`config.mk`:
```
export PLATFORM = sky130hd
export DESIGN_NAME = sem_lane
export DESIGN_NICKNAME = d
export VERILOG_FILES = /design/src/rtl/sobel_edge_magnitude_rgb_macros.svh /design/src/rtl/sem_pkg.sv /design/src/rtl/sem_lane.sv
export SDC_FILE = /design/constraint.sdc
export NUM_CORES = 1
export LEC_CHECK = 0
export BUFFER_PORTS_ARGS = -buffer_cell sky130_fd_sc_hd__buf_2
export CORE_MARGIN = 2
export CORE_UTILIZATION = 45
export DETAILED_ROUTE_END_ITERATION = 16
export PLACE_DENSITY = 0.58
export RECOVER_POWER = 100
export SLEW_MARGIN = 20
export SYNTH_ARGS = -nofsm -noshare
export SYNTH_HDL_FRONTEND = slang
export SYNTH_SLANG_ARGS = --single-unit
export TNS_END_PERCENT = 5
```
`constraint.sdc`:
```
create_clock -name clk -period 11.9 [get_ports clk]
set_input_delay 0.595 -clock clk [delete_from_list [all_inputs] [get_ports clk]]
set_output_delay 0.595 -clock clk [all_outputs]
set_load 0.02 [all_outputs]
```
`src/rtl/sobel_edge_magnitude_rgb_macros.svh`:
```
// assertion macros for the sobel edge magnitude block
`ifndef SOBEL_EDGE_MAGNITUDE_RGB_MACROS_SVH
`define SOBEL_EDGE_MAGNITUDE_RGB_MACROS_SVH

// same-cycle implication, checked out of reset
`define SEM_ASSERT_NOW(lbl, ante, cons, msg) \
  lbl: assert property (@(posedge clk) disable iff (!rst_n) (ante) |-> (cons)) else $error(msg);

// next-cycle implication, checked out of reset
`define SEM_ASSERT_NEXT(lbl, ante, cons, msg) \
  lbl: assert property (@(posedge clk) disable iff (!rst_n) (ante) |=> (cons)) else $error(msg);

`endif

```
`src/rtl/sem_pkg.sv`:
```
// shared constants and types of the sobel edge magnitude block
`default_nettype none
package sem_pkg;
  localparam int MAX_WIDTH  = 1024;
  localparam int MAX_HEIGHT = 4096;
  localparam int AW   = $clog2(MAX_WIDTH);        // column / line store address
  localparam int CW   = 11;                       // image_width register
  localparam int HW   = 13;                       // image_height register
  localparam int RW   = $clog2(MAX_HEIGHT);       // row of a result
  localparam int PW   = 23;                       // raster position, runs past the frame
  localparam int PIXW = 24;
  localparam int CFG_IDX_W = 2;
  localparam int CFG_DAT_W = 13;
  localparam int NLANE = 3;

  localparam logic OP_PIXEL = 1'b0;
  localparam logic OP_FLUSH = 1'b1;

  localparam logic [CFG_IDX_W-1:0] REG_WIDTH  = 2'd0;
  localparam logic [CFG_IDX_W-1:0] REG_HEIGHT = 2'd1;

  typedef struct packed {
    logic top_ok;
    logic bot_ok;
    logic left_ok;
    logic right_ok;
  } mask_t;

  typedef logic [8:0][7:0] win_t;   // row-major, entry k*3+l
endpackage
`default_nettype wire

```
`src/rtl/sem_lane.sv`:
```
// one color lane: sobel gradients, sum of squares, bit-serial rounded root
`default_nettype none
module sem_lane
  import sem_pkg::*;
(
  input  wire logic       clk,
  input  wire logic       rst_n,
  input  wire logic       start,
  input  wire win_t       win,
  input  wire mask_t      mask,
  output logic            done,
  output logic [7:0]      root
);
  logic [20:0] s_r, s_nxt;
  logic [7:0]  n_r, n_nxt;
  logic [3:0]  step_r, step_nxt;

  always_comb begin
    logic [7:0]         v [9];
    logic signed [11:0] gx, gy;
    logic signed [23:0] sqx, sqy;
    logic [7:0]         bitv, t;
    logic [15:0]        prod;
    for (int k = 0; k < 3; k++) begin
      for (int l = 0; l < 3; l++) begin
        v[k*3+l] = ((k == 0 && !mask.top_ok) || (k == 2 && !mask.bot_ok) ||
                    (l == 0 && !mask.left_ok) || (l == 2 && !mask.right_ok))
                   ? 8'd0 : win[k*3+l];
      end
    end
    gx = $signed({4'd0, v[2]}) + $signed({3'd0, v[5], 1'b0}) + $signed({4'd0, v[8]})
       - $signed({4'd0, v[0]}) - $signed({3'd0, v[3], 1'b0}) - $signed({4'd0, v[6]});
    gy = $signed({4'd0, v[6]}) + $signed({3'd0, v[7], 1'b0}) + $signed({4'd0, v[8]})
       - $signed({4'd0, v[0]}) - $signed({3'd0, v[1], 1'b0}) - $signed({4'd0, v[2]});
    sqx = gx * gx;
    sqy = gy * gy;
    bitv = 8'd1 << (step_r - 4'd1);
    t    = n_r | bitv;
    prod = {8'd0, t} * ({8'd0, t} - 16'd1);

    s_nxt    = s_r;
    n_nxt    = n_r;
    step_nxt = step_r;
    if (start) begin
      s_nxt    = sqx[20:0] + sqy[20:0];
      n_nxt    = 8'd0;
      step_nxt = 4'd8;
    end else if (step_r != 4'd0) begin
      // largest n with n*(n-1) < s gives the root rounded half up
      if ({5'd0, prod} < s_r) begin
        n_nxt = t;
      end
      step_nxt = step_r - 4'd1;
    end
  end

  always_ff @(posedge clk) begin
    if (!rst_n) begin
      step_r <= 4'd0;
    end else begin
      step_r <= step_nxt;
    end
    s_r <= s_nxt;
    n_r <= n_nxt;
  end

  assign done = (step_r == 4'd0);
  assign root = n_r;
endmodule
`default_nettype wire

```
# Word level (Yosys, flattened, before mapping)
# Index checks and enable logic that the tools add are counted.
dict set report op_classes {
  addsub 13
  n_mul 3
  n_lt_le_gt_ge 1
  shifts 1
  muxes 10
  n_bitwise 2
  n_reduce_logical 13
}
# operator n
set op_table {}
lappend op_table {{2-to-1 mux 8 bit} 8}
lappend op_table {{multiplier 12 x 12 -> 21 bit} 2}
lappend op_table {{subtractor 11 x 8 -> 12 bit} 2}
lappend op_table {{subtractor 12 x 10 -> 12 bit} 2}
lappend op_table {{subtractor 12 x 9 -> 12 bit} 2}
lappend op_table {{adder 10 x 8 -> 11 bit} 2}
lappend op_table {{adder 21 bit} 1}
lappend op_table {{< comparator 16 x 21 -> 1 bit} 1}
lappend op_table {{adder 8 x 9 -> 10 bit} 2}
lappend op_table {{multiplier 8 x 16 -> 16 bit} 1}
lappend op_table {{subtractor 8 x 1 -> 9 bit (second input constant)} 1}
lappend op_table {{2-to-1 mux 4 bit} 2}
lappend op_table {{bitwise OR 8 bit} 1}
lappend op_table {{<< shifter 1 x 4 -> 8 bit (first input constant)} 1}
lappend op_table {{zero test 1 bit} 4}
lappend op_table {{zero test 4 bit} 1}
lappend op_table {{logical OR 1 bit} 4}
lappend op_table {{nonzero test 4 bit} 1}
lappend op_table {{subtractor 4 x 1 -> 4 bit (second input constant)} 1}
lappend op_table {{AND reduction 2 bit} 1}
lappend op_table {{nonzero test 2 bit} 1}
lappend op_table {{OR reduction 2 bit} 1}
lappend op_table {{inverter 1 bit} 1}
dict set report word_totals {
  ff_bits 33
  input_bits 79
}

# Depth between registers and ports, before layout
# Gate-level depths: netlist of the first run.
dict set report logic_depth {
  word_depth 10
  mapped_depth 47
  mapped_depth_nobuf 43
}

# Worst setup path before layout of the first run
# Ideal clock, no wire load.
dict set report synth_timing {
  kind {input-to-reg}
  startpoint {in mask[2] (netlist name)}
  endpoint {reg s_r[20], data pin}
  setup_time_ns 0.259
  arrival_time_ns 10.288
  t_required_ns 11.641
  path_slack_ns 1.354
  stages 42
  path_cell_list {clkbuf_1 -> clkbuf_1 -> and3_1 -> ha_1 -> maj3_1 -> o21ai_0 -> a21oi_1 -> a21o_1 -> a31oi_1 -> nor2b_1 -> o22ai_1 -> a21oi_1 -> xor2_1 -> fa_1 -> ha_1 -> inv_1 -> fa_1 -> nor2_1 -> (+6 left out) -> inv_1 -> fa_1 -> fa_1 -> inv_1 -> fa_1 -> fa_1 -> fa_1 -> inv_1 -> ha_1 -> a21o_1 -> a21oi_1 -> nor3b_1 -> nand2_1 -> o31ai_1 -> o21ai_0 -> xnor2_1 -> xnor2_1 -> xnor2_1}
}
dict set report synth_between {
  elab_chain_len 10
}
# item line
set synth_lines {}
lappend synth_lines {{from (decl)} sem_lane.sv:10} ;# input wire mask_t mask,
lappend synth_lines {{zero test 1 bit} sem_lane.sv:26} ;# v[k*3+l] = ((k == 0 && !mask.top_ok) || (k == 2 && !mask.bot_ok) ||
lappend synth_lines {{logical OR 1 bit} sem_lane.sv:26}
lappend synth_lines {{2-to-1 mux 8 bit} sem_lane.sv:28} ;# ? 8'd0 : win[k*3+l];
lappend synth_lines {{adder 8 x 9 -> 10 bit} sem_lane.sv:33} ;# gy = $signed({4'd0, v[6]}) + $signed({3'd0, v[7], 1'b0}) + $signed({4'd0, v[8]})
lappend synth_lines {{adder 10 x 8 -> 11 bit} sem_lane.sv:33}
lappend synth_lines {{subtractor 11 x 8 -> 12 bit} sem_lane.sv:34} ;# - $signed({4'd0, v[0]}) - $signed({3'd0, v[1], 1'b0}) - $signed({4'd0, v[2]});
lappend synth_lines {{subtractor 12 x 10 -> 12 bit} sem_lane.sv:34}
lappend synth_lines {{subtractor 12 x 9 -> 12 bit} sem_lane.sv:34}
lappend synth_lines {{multiplier 12 x 12 -> 21 bit} sem_lane.sv:36} ;# sqy = gy * gy;
lappend synth_lines {{adder 21 bit (*)} sem_lane.sv:45} ;# s_nxt = sqx[20:0] + sqy[20:0];
lappend synth_lines {{to (signal assigned)} sem_lane.sv:63} ;# s_r <= s_nxt;
lappend synth_lines {{to (decl)} sem_lane.sv:14} ;# logic [20:0] s_r, s_nxt;
# Mark *: on every way between the ends. The rest lies on a longest branch, timed or not.
# A chain may end at the register's enable or synchronous reset.

# Worst setup path in the final report of the first run
# Same ends and word-level chain as after synthesis.

==> results of run 1 <==
-- state kept, by name, summed over array words and instances (netlist names) --
register  flops
root          8
step_r        4
s_r          21
-- per-stage QoR --
step / instances / hold WS [ns] / util [%] / cell area, µm²
floorplan: 1764 / 0.5136 / - / 15720
global placement: 2306 / 0.4868 / 48.82 / 16820
detailed placement: 2306 / 0.4925 / 48.82 / 16820
CTS: 2314 / 0.5084 / 49.23 / 16970
global route: 2314 / 0.5218 / 49.13 / 16930
finish: 2314 / 0.5024 / 49.13 / 16930
-- cell usage after synthesis (all sizes together) (15+ instances only) --
master / instances / area share [%]
edfxtp: 21 / 4.0
nand2: 121 / 2.9
and3: 19 / 0.76
o21a: 18 / 0.86
and2: 32 / 1.3
nand3: 15 / 0.51
xor2: 28 / 1.6
ha: 194 / 15
inv: 510 / 12
fa: 326 / 42
o21ai: 32 / 1.0
nor2: 144 / 3.4
a21oi: 67 / 2.3
clkbuf: 19 / 0.45
nand2b: 22 / 0.88
or2: 15 / 0.61
xnor2: 72 / 4.1
a21o: 18 / 0.86
-- repair_timing --
item | CTS | global route
buffers inserted | 0 | 0
endpoints found under the setup margin | 0 | 1
gates resized for setup | 0 | 1
-- layer usage --
layer	global-route usage (%)	vias up	part of all wire, %
met5	0	-	0
met4	5.039	0	2.8
met3	0.9569	37	2.4
met2	38.84	170	52
met1	25.81	5500	43
li1	-	5431	-
-- area by class of cell --
type                            instances  share of cell area (%)
Tap cell                              455                   3.363
Sequential cell                        33                   5.144
Clock buffer                            5                  0.7390
Clock inverter                          3                 0.09608
Multi-Input combinational cell       1193                   75.70
Timing Repair Buffer                  110                   3.540
Inverter                              515                   11.42
-- kinds of logic (layout without fill, tap and decap cells) --
| logic type | after synthesis | count (layout) |
|---|---|---|
| and+or+nand+nor | 402 | 402 |
| muxes | 2 | 2 |
| AOI/OAI and AO/OA | 167 | 167 |
| adders and majority gates | 522 | 522 |
| buffers and inverters | 538 | 633 |
| xor gates and xnor gates | 100 | 100 |
| DFF | 33 | 33 |
-- cells in the final DEF (no fill, tap or decap), types with 7 or more instances in the layout --
| master | n |
|---|---|
| xor2_1 | 28 |
| nand3_1 | 14 |
| and2_1 | 28 |
| buf_4 | 27 |
| buf_2 | 68 |
| a21oi_1 | 61 |
| nor2_1 | 144 |
| a21o_1 | 18 |
| clkbuf_1 | 15 |
| nor2b_1 | 12 |
| xnor2_1 | 71 |
| and3_1 | 19 |
| nand2b_1 | 22 |
| inv_1 | 506 |
| dfxtp_1 | 12 |
| o21ai_0 | 29 |
| edfxtp_1 | 21 |
| ha_1 | 194 |
| o21bai_1 | 7 |
| or2_2 | 13 |
| nand2_1 | 121 |
| fa_1 | 326 |
| o21a_1 | 18 |
-- worst min path at each step --
stage / from / end / depth (start not counted)
finish: root[3] / root[3] / 1
global route: root[3] / root[3] / 1
CTS: root[2] / root[2] / 1
detailed placement: root[2] / root[2] / 1
global placement: root[2] / root[2] / 1
floorplan: step_r[2] / step_r[2] / 2
==> flow_metrics.tcl, run 1 <==
set metrics [dict create \
    status "finished, violations left" \
    violations "max-capacitance violations, max-slew violations" \
    pre_cts_ws_ns 0.4739 \
    fill_cells 3320 \
    routed_via_density 4.813 \
    tritoncts "done" \
    syn_to_final_growth_pct 7.731 \
    numCtsBuffers 5 \
    cp-endpoint "s_r[20]" \
    fmax_mhz 90.57 \
    cpPeakStageDelay_ns 0.60 \
    grt_pass1_wl_um 60290 \
    start_util_pct 45.61 \
    ys_warn_count 0 \
    dp_hpwl_um 30430 \
    path_clk_slew_ns 0.06 \
    avgRoutedWirePerCell_um 14.80 \
    startpoint_type "input pin" \
    crit_family "adder cells" \
    critPathLaunch "mask[2]" \
    die_y_um 190.9 \
    nets 2457 \
    cp.depth 41 \
    grt_use_total_pct 20.63 \
    clk-insertion-delay-late_ns 0.29 \
    async_flop_share_pct 0 \
    drive_gt1_share_pct 7.423 \
    cp_slowest_cell "fa_1" \
    synth-compound-area-share_pct 6.863 \
    grt.overflow.total 0 \
    syn_inst 1764 \
    crit_top_cell "fa_1" \
    min_period_ns 11.04 \
    crit_buf_inv 6 \
    rsz0062_at_grt "false" \
    yosys.area_share.simple_pct 11.87 \
    via_count 11138 \
    worst-slew-pin-transition_ns 1.711 \
    crit_type "in -> reg" \
    antenna_found_initial 0 \
    tns_ns 0 \
    syn_nets 2363 \
    clock-skew-final_ns 0.01063 \
    relSlewSlack_pct -14.04 \
    yosys.area_share.adder_pct 57.10 \
    cts_hold_buf 0 \
    io_buffers 79 \
    setup_viol 0 \
    reg2reg_depth 34 \
    synth-edff-count 21 \
    seq_area_frac_synth_pct 5.541 \
    die_w_um 190.9 \
    core_area_um2 34460 \
    netlist_area_um2 15720 \
    cts.path.max_buffers 2 \
    synth_top_family_by_area "adder cells" \
    diodes 0 \
    clock-sinks 33 \
    place.gp.congestion 0.8804 \
    htreeDepth 2 \
    fin_ws_ns 0.8586 \
    r2r_start "step_r[0]" \
    avgSynthCellArea_um2 8.909 \
    first_pass_iters 5 \
    seq_area_um2 870.8 \
    synth_cell_types 61 \
    drcViolationCount 0 \
    die_area_um2 36430 \
    grt_pass1_vias 12512 \
    synth_ff_type "edfxtp_1" \
    crit_arrival_ns 11.13 \
    wl_um 34250 \
    crit_fanout 5 \
    hp-class "reg -> reg" \
    ios 88 \
    multi_input_area_um2 12820 \
    endpoint_kind "flip-flop" \
    grt_max_degree 32 \
    drt_iter0_drc 360 \
    min_period_over_period_pct 92.78 \
    fp-row-count 68 \
    ant_nets 0 \
    hold_violations 0 \
    synth_seq_cells 33 \
    synthXorXnorAreaFrac_pct 5.621 \
    rrSetupSlack_ns 1.99 \
    final_max_slew_viol_count 32 \
    max-cap-violations 1 \
    synth.area.mux_share_pct 0.1354 \
    cts_root_buf "clkbuf_16" \
    cp_data_required_time_ns 11.99 \
    r2r_end "root[1]" \
]
Power of run 1 is left out: the tool's default activity adds up to more than one toggle a clock period on the data nets, which glitch-free logic cannot reach.
==> run 2, diff against run 1 <==
--- a/config.mk
+++ b/config.mk
@@ -7,9 +7,9 @@
 export LEC_CHECK = 0
 export BUFFER_PORTS_ARGS = -buffer_cell sky130_fd_sc_hd__buf_2
 export CORE_MARGIN = 2
-export CORE_UTILIZATION = 45
+export CORE_UTILIZATION = 60
 export DETAILED_ROUTE_END_ITERATION = 16
-export PLACE_DENSITY = 0.58
+export PLACE_DENSITY = 0.75
 export RECOVER_POWER = 100
 export SLEW_MARGIN = 20
 export SYNTH_ARGS = -nofsm -noshare
==> run 2 against run 1 <==
Die area down 25%. Critical path depth is the same. Maximum frequency hardly changed. The flow still finishes with violations (max-capacitance violations, max-slew violations). Routed wire length decreased by 4.0%. Register-to-register slack worse by 0.13 ns. Global-route usage up 5.0 points. Count of clock-buffer cells in the layout unchanged. Flip-flop and latch count unchanged. Critical endpoint unchanged. Via count grew 2.1%. Cell count is 5.4% lower. Design area fell by 1.2%.
==> flow_metrics.tcl, run 2 (synthesis results as in run 1) <==
set metrics [dict create \
    cp_slowest_cell "fa_1" \
    avgRoutedWirePerCell_um 15.03 \
    cts_hold_buf 0 \
    dp_hpwl_um 29030 \
    layout_common_cells "506 x inv_1, 326 x fa_1, 194 x ha_1" \
    drive_gt1_share_pct 7.124 \
    worst-slew-pin-transition_ns 1.730 \
    crit_fanout 7 \
    start_util_pct 60.65 \
    fmax_mhz 90.49 \
    cts_root_buf "clkbuf_16" \
    clk-insertion-delay-late_ns 0.29 \
    max-cap-violations 1 \
    grt_use_total_pct 25.68 \
    min_period_over_period_pct 92.87 \
    endpoint_kind "flip-flop" \
    cts_setup_buffers 0 \
    ios 88 \
    whs_path_depth 1 \
    crit_top_cell "fa_1" \
    wl_um 32890 \
    clock-skew-final_ns 0.007818 \
    cp.depth 41 \
    reg2reg_depth 33 \
    hp-class "reg -> reg" \
    numCtsBuffers 5 \
    crit_type "in -> reg" \
    die_y_um 165.8 \
    tritoncts "done" \
    cpPeakStageDelay_ns 0.60 \
    fp-row-count 59 \
    top_register "s_r" \
    syn_to_final_growth_pct 6.481 \
    hold_violations 0 \
    status "finished, violations left" \
    crit_arrival_ns 11.08 \
    crit_family "adder cells" \
    die_w_um 165.8 \
    grt.overflow.total 0 \
    tns_ns 0 \
    grt_max_degree 32 \
    nets 2451 \
    grt_pass1_wl_um 57810 \
    largest_reg_flops 21 \
    antenna_found_initial 0 \
    violations "max-capacitance violations, max-slew violations" \
    crit_buf_inv 6 \
    path_clk_slew_ns 0.06 \
    io_buffers 79 \
    cp_data_required_time_ns 11.92 \
    htreeDepth 2 \
    holdPathEnd "root[3]" \
    routed_via_density 5.199 \
    setup_viol 0 \
    hp-start "root[3]" \
    place.gp.congestion 0.9158 \
    relSlewSlack_pct -15.34 \
    rrSetupSlack_ns 1.86 \
    grt_pass1_vias 12480 \
    layout_commonest_cell "inv_1" \
    clock-sinks 33 \
    r2r_end "root[5]" \
    startpoint_type "input pin" \
    die_area_um2 27500 \
    diodes 0 \
    ant_nets 0 \
    min_period_ns 11.05 \
    final_max_slew_viol_count 32 \
    drcViolationCount 0 \
    first_pass_iters 5 \
    post_cts_resized 0 \
    r2r_start "step_r[0]" \
    via_count 11375 \
    cts.path.max_buffers 2 \
    core_area_um2 25910 \
    rsz0062_at_grt "false" \
    drt_iter0_drc 449 \
]
run 2: cell type report:
| type | count | area (µm²) |
|---|---|---|
| multi-input cells | 1193 | 12810 |
| repair buffers | 104 | 558.0 |
| inverters | 515 | 1933 |
| fillers | 2195 | 9178 |
| flip-flops and latches | 33 | 870.8 |
| clock buffers | 5 | 125.1 |
| clock inverters | 3 | 16.27 |
| well taps | 335 | 419.2 |
run 2: stage by stage:
stage          instances  utilization [%]  instance area, µm²  hold slack [ns]  worst slack, ns
3_5_place_dp        2180            64.18               16630           0.4830           0.5493
6_report            2188            64.58               16730           0.5006           0.8486
2_1_floorplan       1764                -               15720           0.5136            1.354
5_1_grt             2188            64.58               16730           0.5202          0.08372
3_3_place_gp        2180            64.18               16630           0.4757           0.7663
4_1_cts             2188            64.72               16770           0.4985           0.8186
run 2: routing by layer:
layer,share of wire [%],up-vias,global-route usage (%)
met5,0,-,0
met4,4.3,0,9.263
met3,3.5,79,2.216
met2,52,255,47.97
met1,40,5614,30.96
li1,-,5427,-
run 2: how the worst max path moves through the flow:
stage | from | end | slack, ns
floorplan | mask[2] | s_r[20] | 1.35
global placement | mask[2] | s_r[20] | 0.77
detailed placement | mask[2] | s_r[20] | 0.55
CTS | mask[2] | s_r[20] | 0.82
global route | mask[2] | s_r[20] | 0.08
finish | mask[2] | s_r[20] | 0.85
Power of run 2 is left out for the same reason.
==> run 3, diff against run 2 <==
--- a/config.mk
+++ b/config.mk
@@ -9,7 +9,7 @@
 export CORE_MARGIN = 2
 export CORE_UTILIZATION = 60
 export DETAILED_ROUTE_END_ITERATION = 16
-export PLACE_DENSITY = 0.75
+export PLACE_DENSITY = 0.82
 export RECOVER_POWER = 100
 export SLEW_MARGIN = 20
 export SYNTH_ARGS = -nofsm -noshare
==> run 3 against run 2 <==
The run still ends with max-capacitance violations, max-slew violations left. Flip-flop and latch count unchanged. Cell count is 0.14% lower. Critical path depth shrank 6. Clock skew shrank 0.0022 ns. Via count rose by 2.0%. Highest routed layer unchanged. Die area stayed put. First-iteration DRC count increased by 28%. Critical path type unchanged.
==> flow_metrics.tcl, run 3 (synthesis results as in run 1) <==
set metrics [dict create \
    status "finished, violations left" \
    ant_nets 0 \
    relSlewSlack_pct -13.47 \
    cpPeakStageDelay_ns 0.65 \
    drcViolationCount 0 \
    hold_violations 0 \
    grt_use_total_pct 26.16 \
    avgRoutedWirePerCell_um 15.31 \
    final_max_slew_viol_count 32 \
    stdcell_area_um2 16730 \
    fmax_mhz 89.55 \
    routed_via_density 5.311 \
    diodes 0 \
    cp_slowest_cell "xor2_1" \
    grt_pass1_vias 13227 \
    post_cts_resized 0 \
    final_util_pct 64.57 \
    fill_cells 2114 \
    cts_hold_buf 0 \
    cp_data_required_time_ns 11.93 \
    crit_fanout 17 \
    multi_input_area_um2 12820 \
    die_y_um 165.8 \
    cts_setup_buffers 0 \
    via_count 11604 \
    ios 88 \
    hp-class "reg -> reg" \
    fp-row-count 59 \
    startpoint_type "input pin" \
    dp_hpwl_um 29650 \
    worst-slew-pin-transition_ns 1.702 \
    seq_area_um2 870.8 \
    largest_reg_flops 21 \
    nets 2448 \
    min_period_over_period_pct 93.84 \
    top_register "s_r" \
    core_area_um2 25910 \
    htreeDepth 2 \
    clk-insertion-delay-late_ns 0.28 \
    endpoint_kind "flip-flop" \
    path_clk_slew_ns 0.06 \
    first_pass_iters 5 \
    setup_viol 0 \
    grt_pass1_wl_um 59160 \
    place_area_um2 16610 \
    grt_max_degree 32 \
    drt_iter0_drc 575 \
    syn_to_final_growth_pct 6.457 \
    tns_ns 0 \
    numCtsBuffers 5 \
    crit_type "in -> reg" \
    violations "max-capacitance violations, max-slew violations" \
    die_area_um2 27500 \
    wl_um 33450 \
    clock-skew-final_ns 0.005663 \
    rsz0062_at_grt "false" \
    place.gp.congestion 0.9124 \
    layout_common_cells "506 x inv_1, 326 x fa_1, 194 x ha_1" \
    die_w_um 165.8 \
    start_util_pct 60.65 \
    min_period_ns 11.17 \
    antenna_found_initial 0 \
    grt.overflow.total 0 \
    clock-sinks 33 \
    tritoncts "done" \
    crit_arrival_ns 11.19 \
    max-cap-violations 1 \
    cts_root_buf "clkbuf_16" \
    io_buffers 79 \
    cts.path.max_buffers 2 \
    hold_ws_ns 0.5049 \
    crit_top_cell "fa_1" \
    drive_gt1_share_pct 7.243 \
    layout_commonest_cell "inv_1" \
]
## run 3: cell types whose count changed in the layout (fill, tap and decap cells not counted)
cell,previous run,this run
and2_0,5,4
clkbuf_1,14,11
a21oi_2,5,6
a221oi_2,0,1
buf_4,22,21
and2_1,27,28
a21oi_1,61,60
a221oi_1,1,0
buf_2,68,69
## run 3: path summary, 6_finish.rpt
path              slack [ns]      start  cells past startpoint  endpoint
setup / recovery        0.73    mask[1]                     35   s_r[20]
hold / removal          0.50    root[2]                      1   root[2]
setup reg to reg        1.84  step_r[0]                     33   root[6]
hold reg to reg         0.50    root[2]                      1   root[2]
## run 3: through the flow
step / instances / worst slack, ns
4_1_cts: 2185 / 0.6445
2_1_floorplan: 1764 / 1.354
6_report: 2185 / 0.7329
3_3_place_gp: 2177 / 0.6676
3_5_place_dp: 2177 / 0.3887
5_1_grt: 2185 / 0.04044
## run 3: routing by layer
layer  part of all wire [%]  wire (µm)  track usage, %
met5                      0          0               0
met4                    4.4       1466           10.93
met3                    5.7       1896           4.051
met2                     52      17520           47.86
met1                     38      12560           30.60
## run 3: layout make-up
type | count | share of cell area, %
clock inverters | 3 | 0.09723
repair buffers | 101 | 3.253
well taps | 335 | 2.505
flip-flops and latches | 33 | 5.205
inverters | 515 | 11.55
multi-input cells | 1193 | 76.64
clock buffers | 5 | 0.7479
## run 3: critical path, delay by kind of cell
kind / cells / cell delay [ns]
compound gates: 6 / 1.60
xor+xnor: 4 / 1.12
fa+ha+maj: 12 / 5.72
buf+inv: 7 / 0.83
simple gates: 6 / 1.30
Power of run 3 is left out for the same reason.
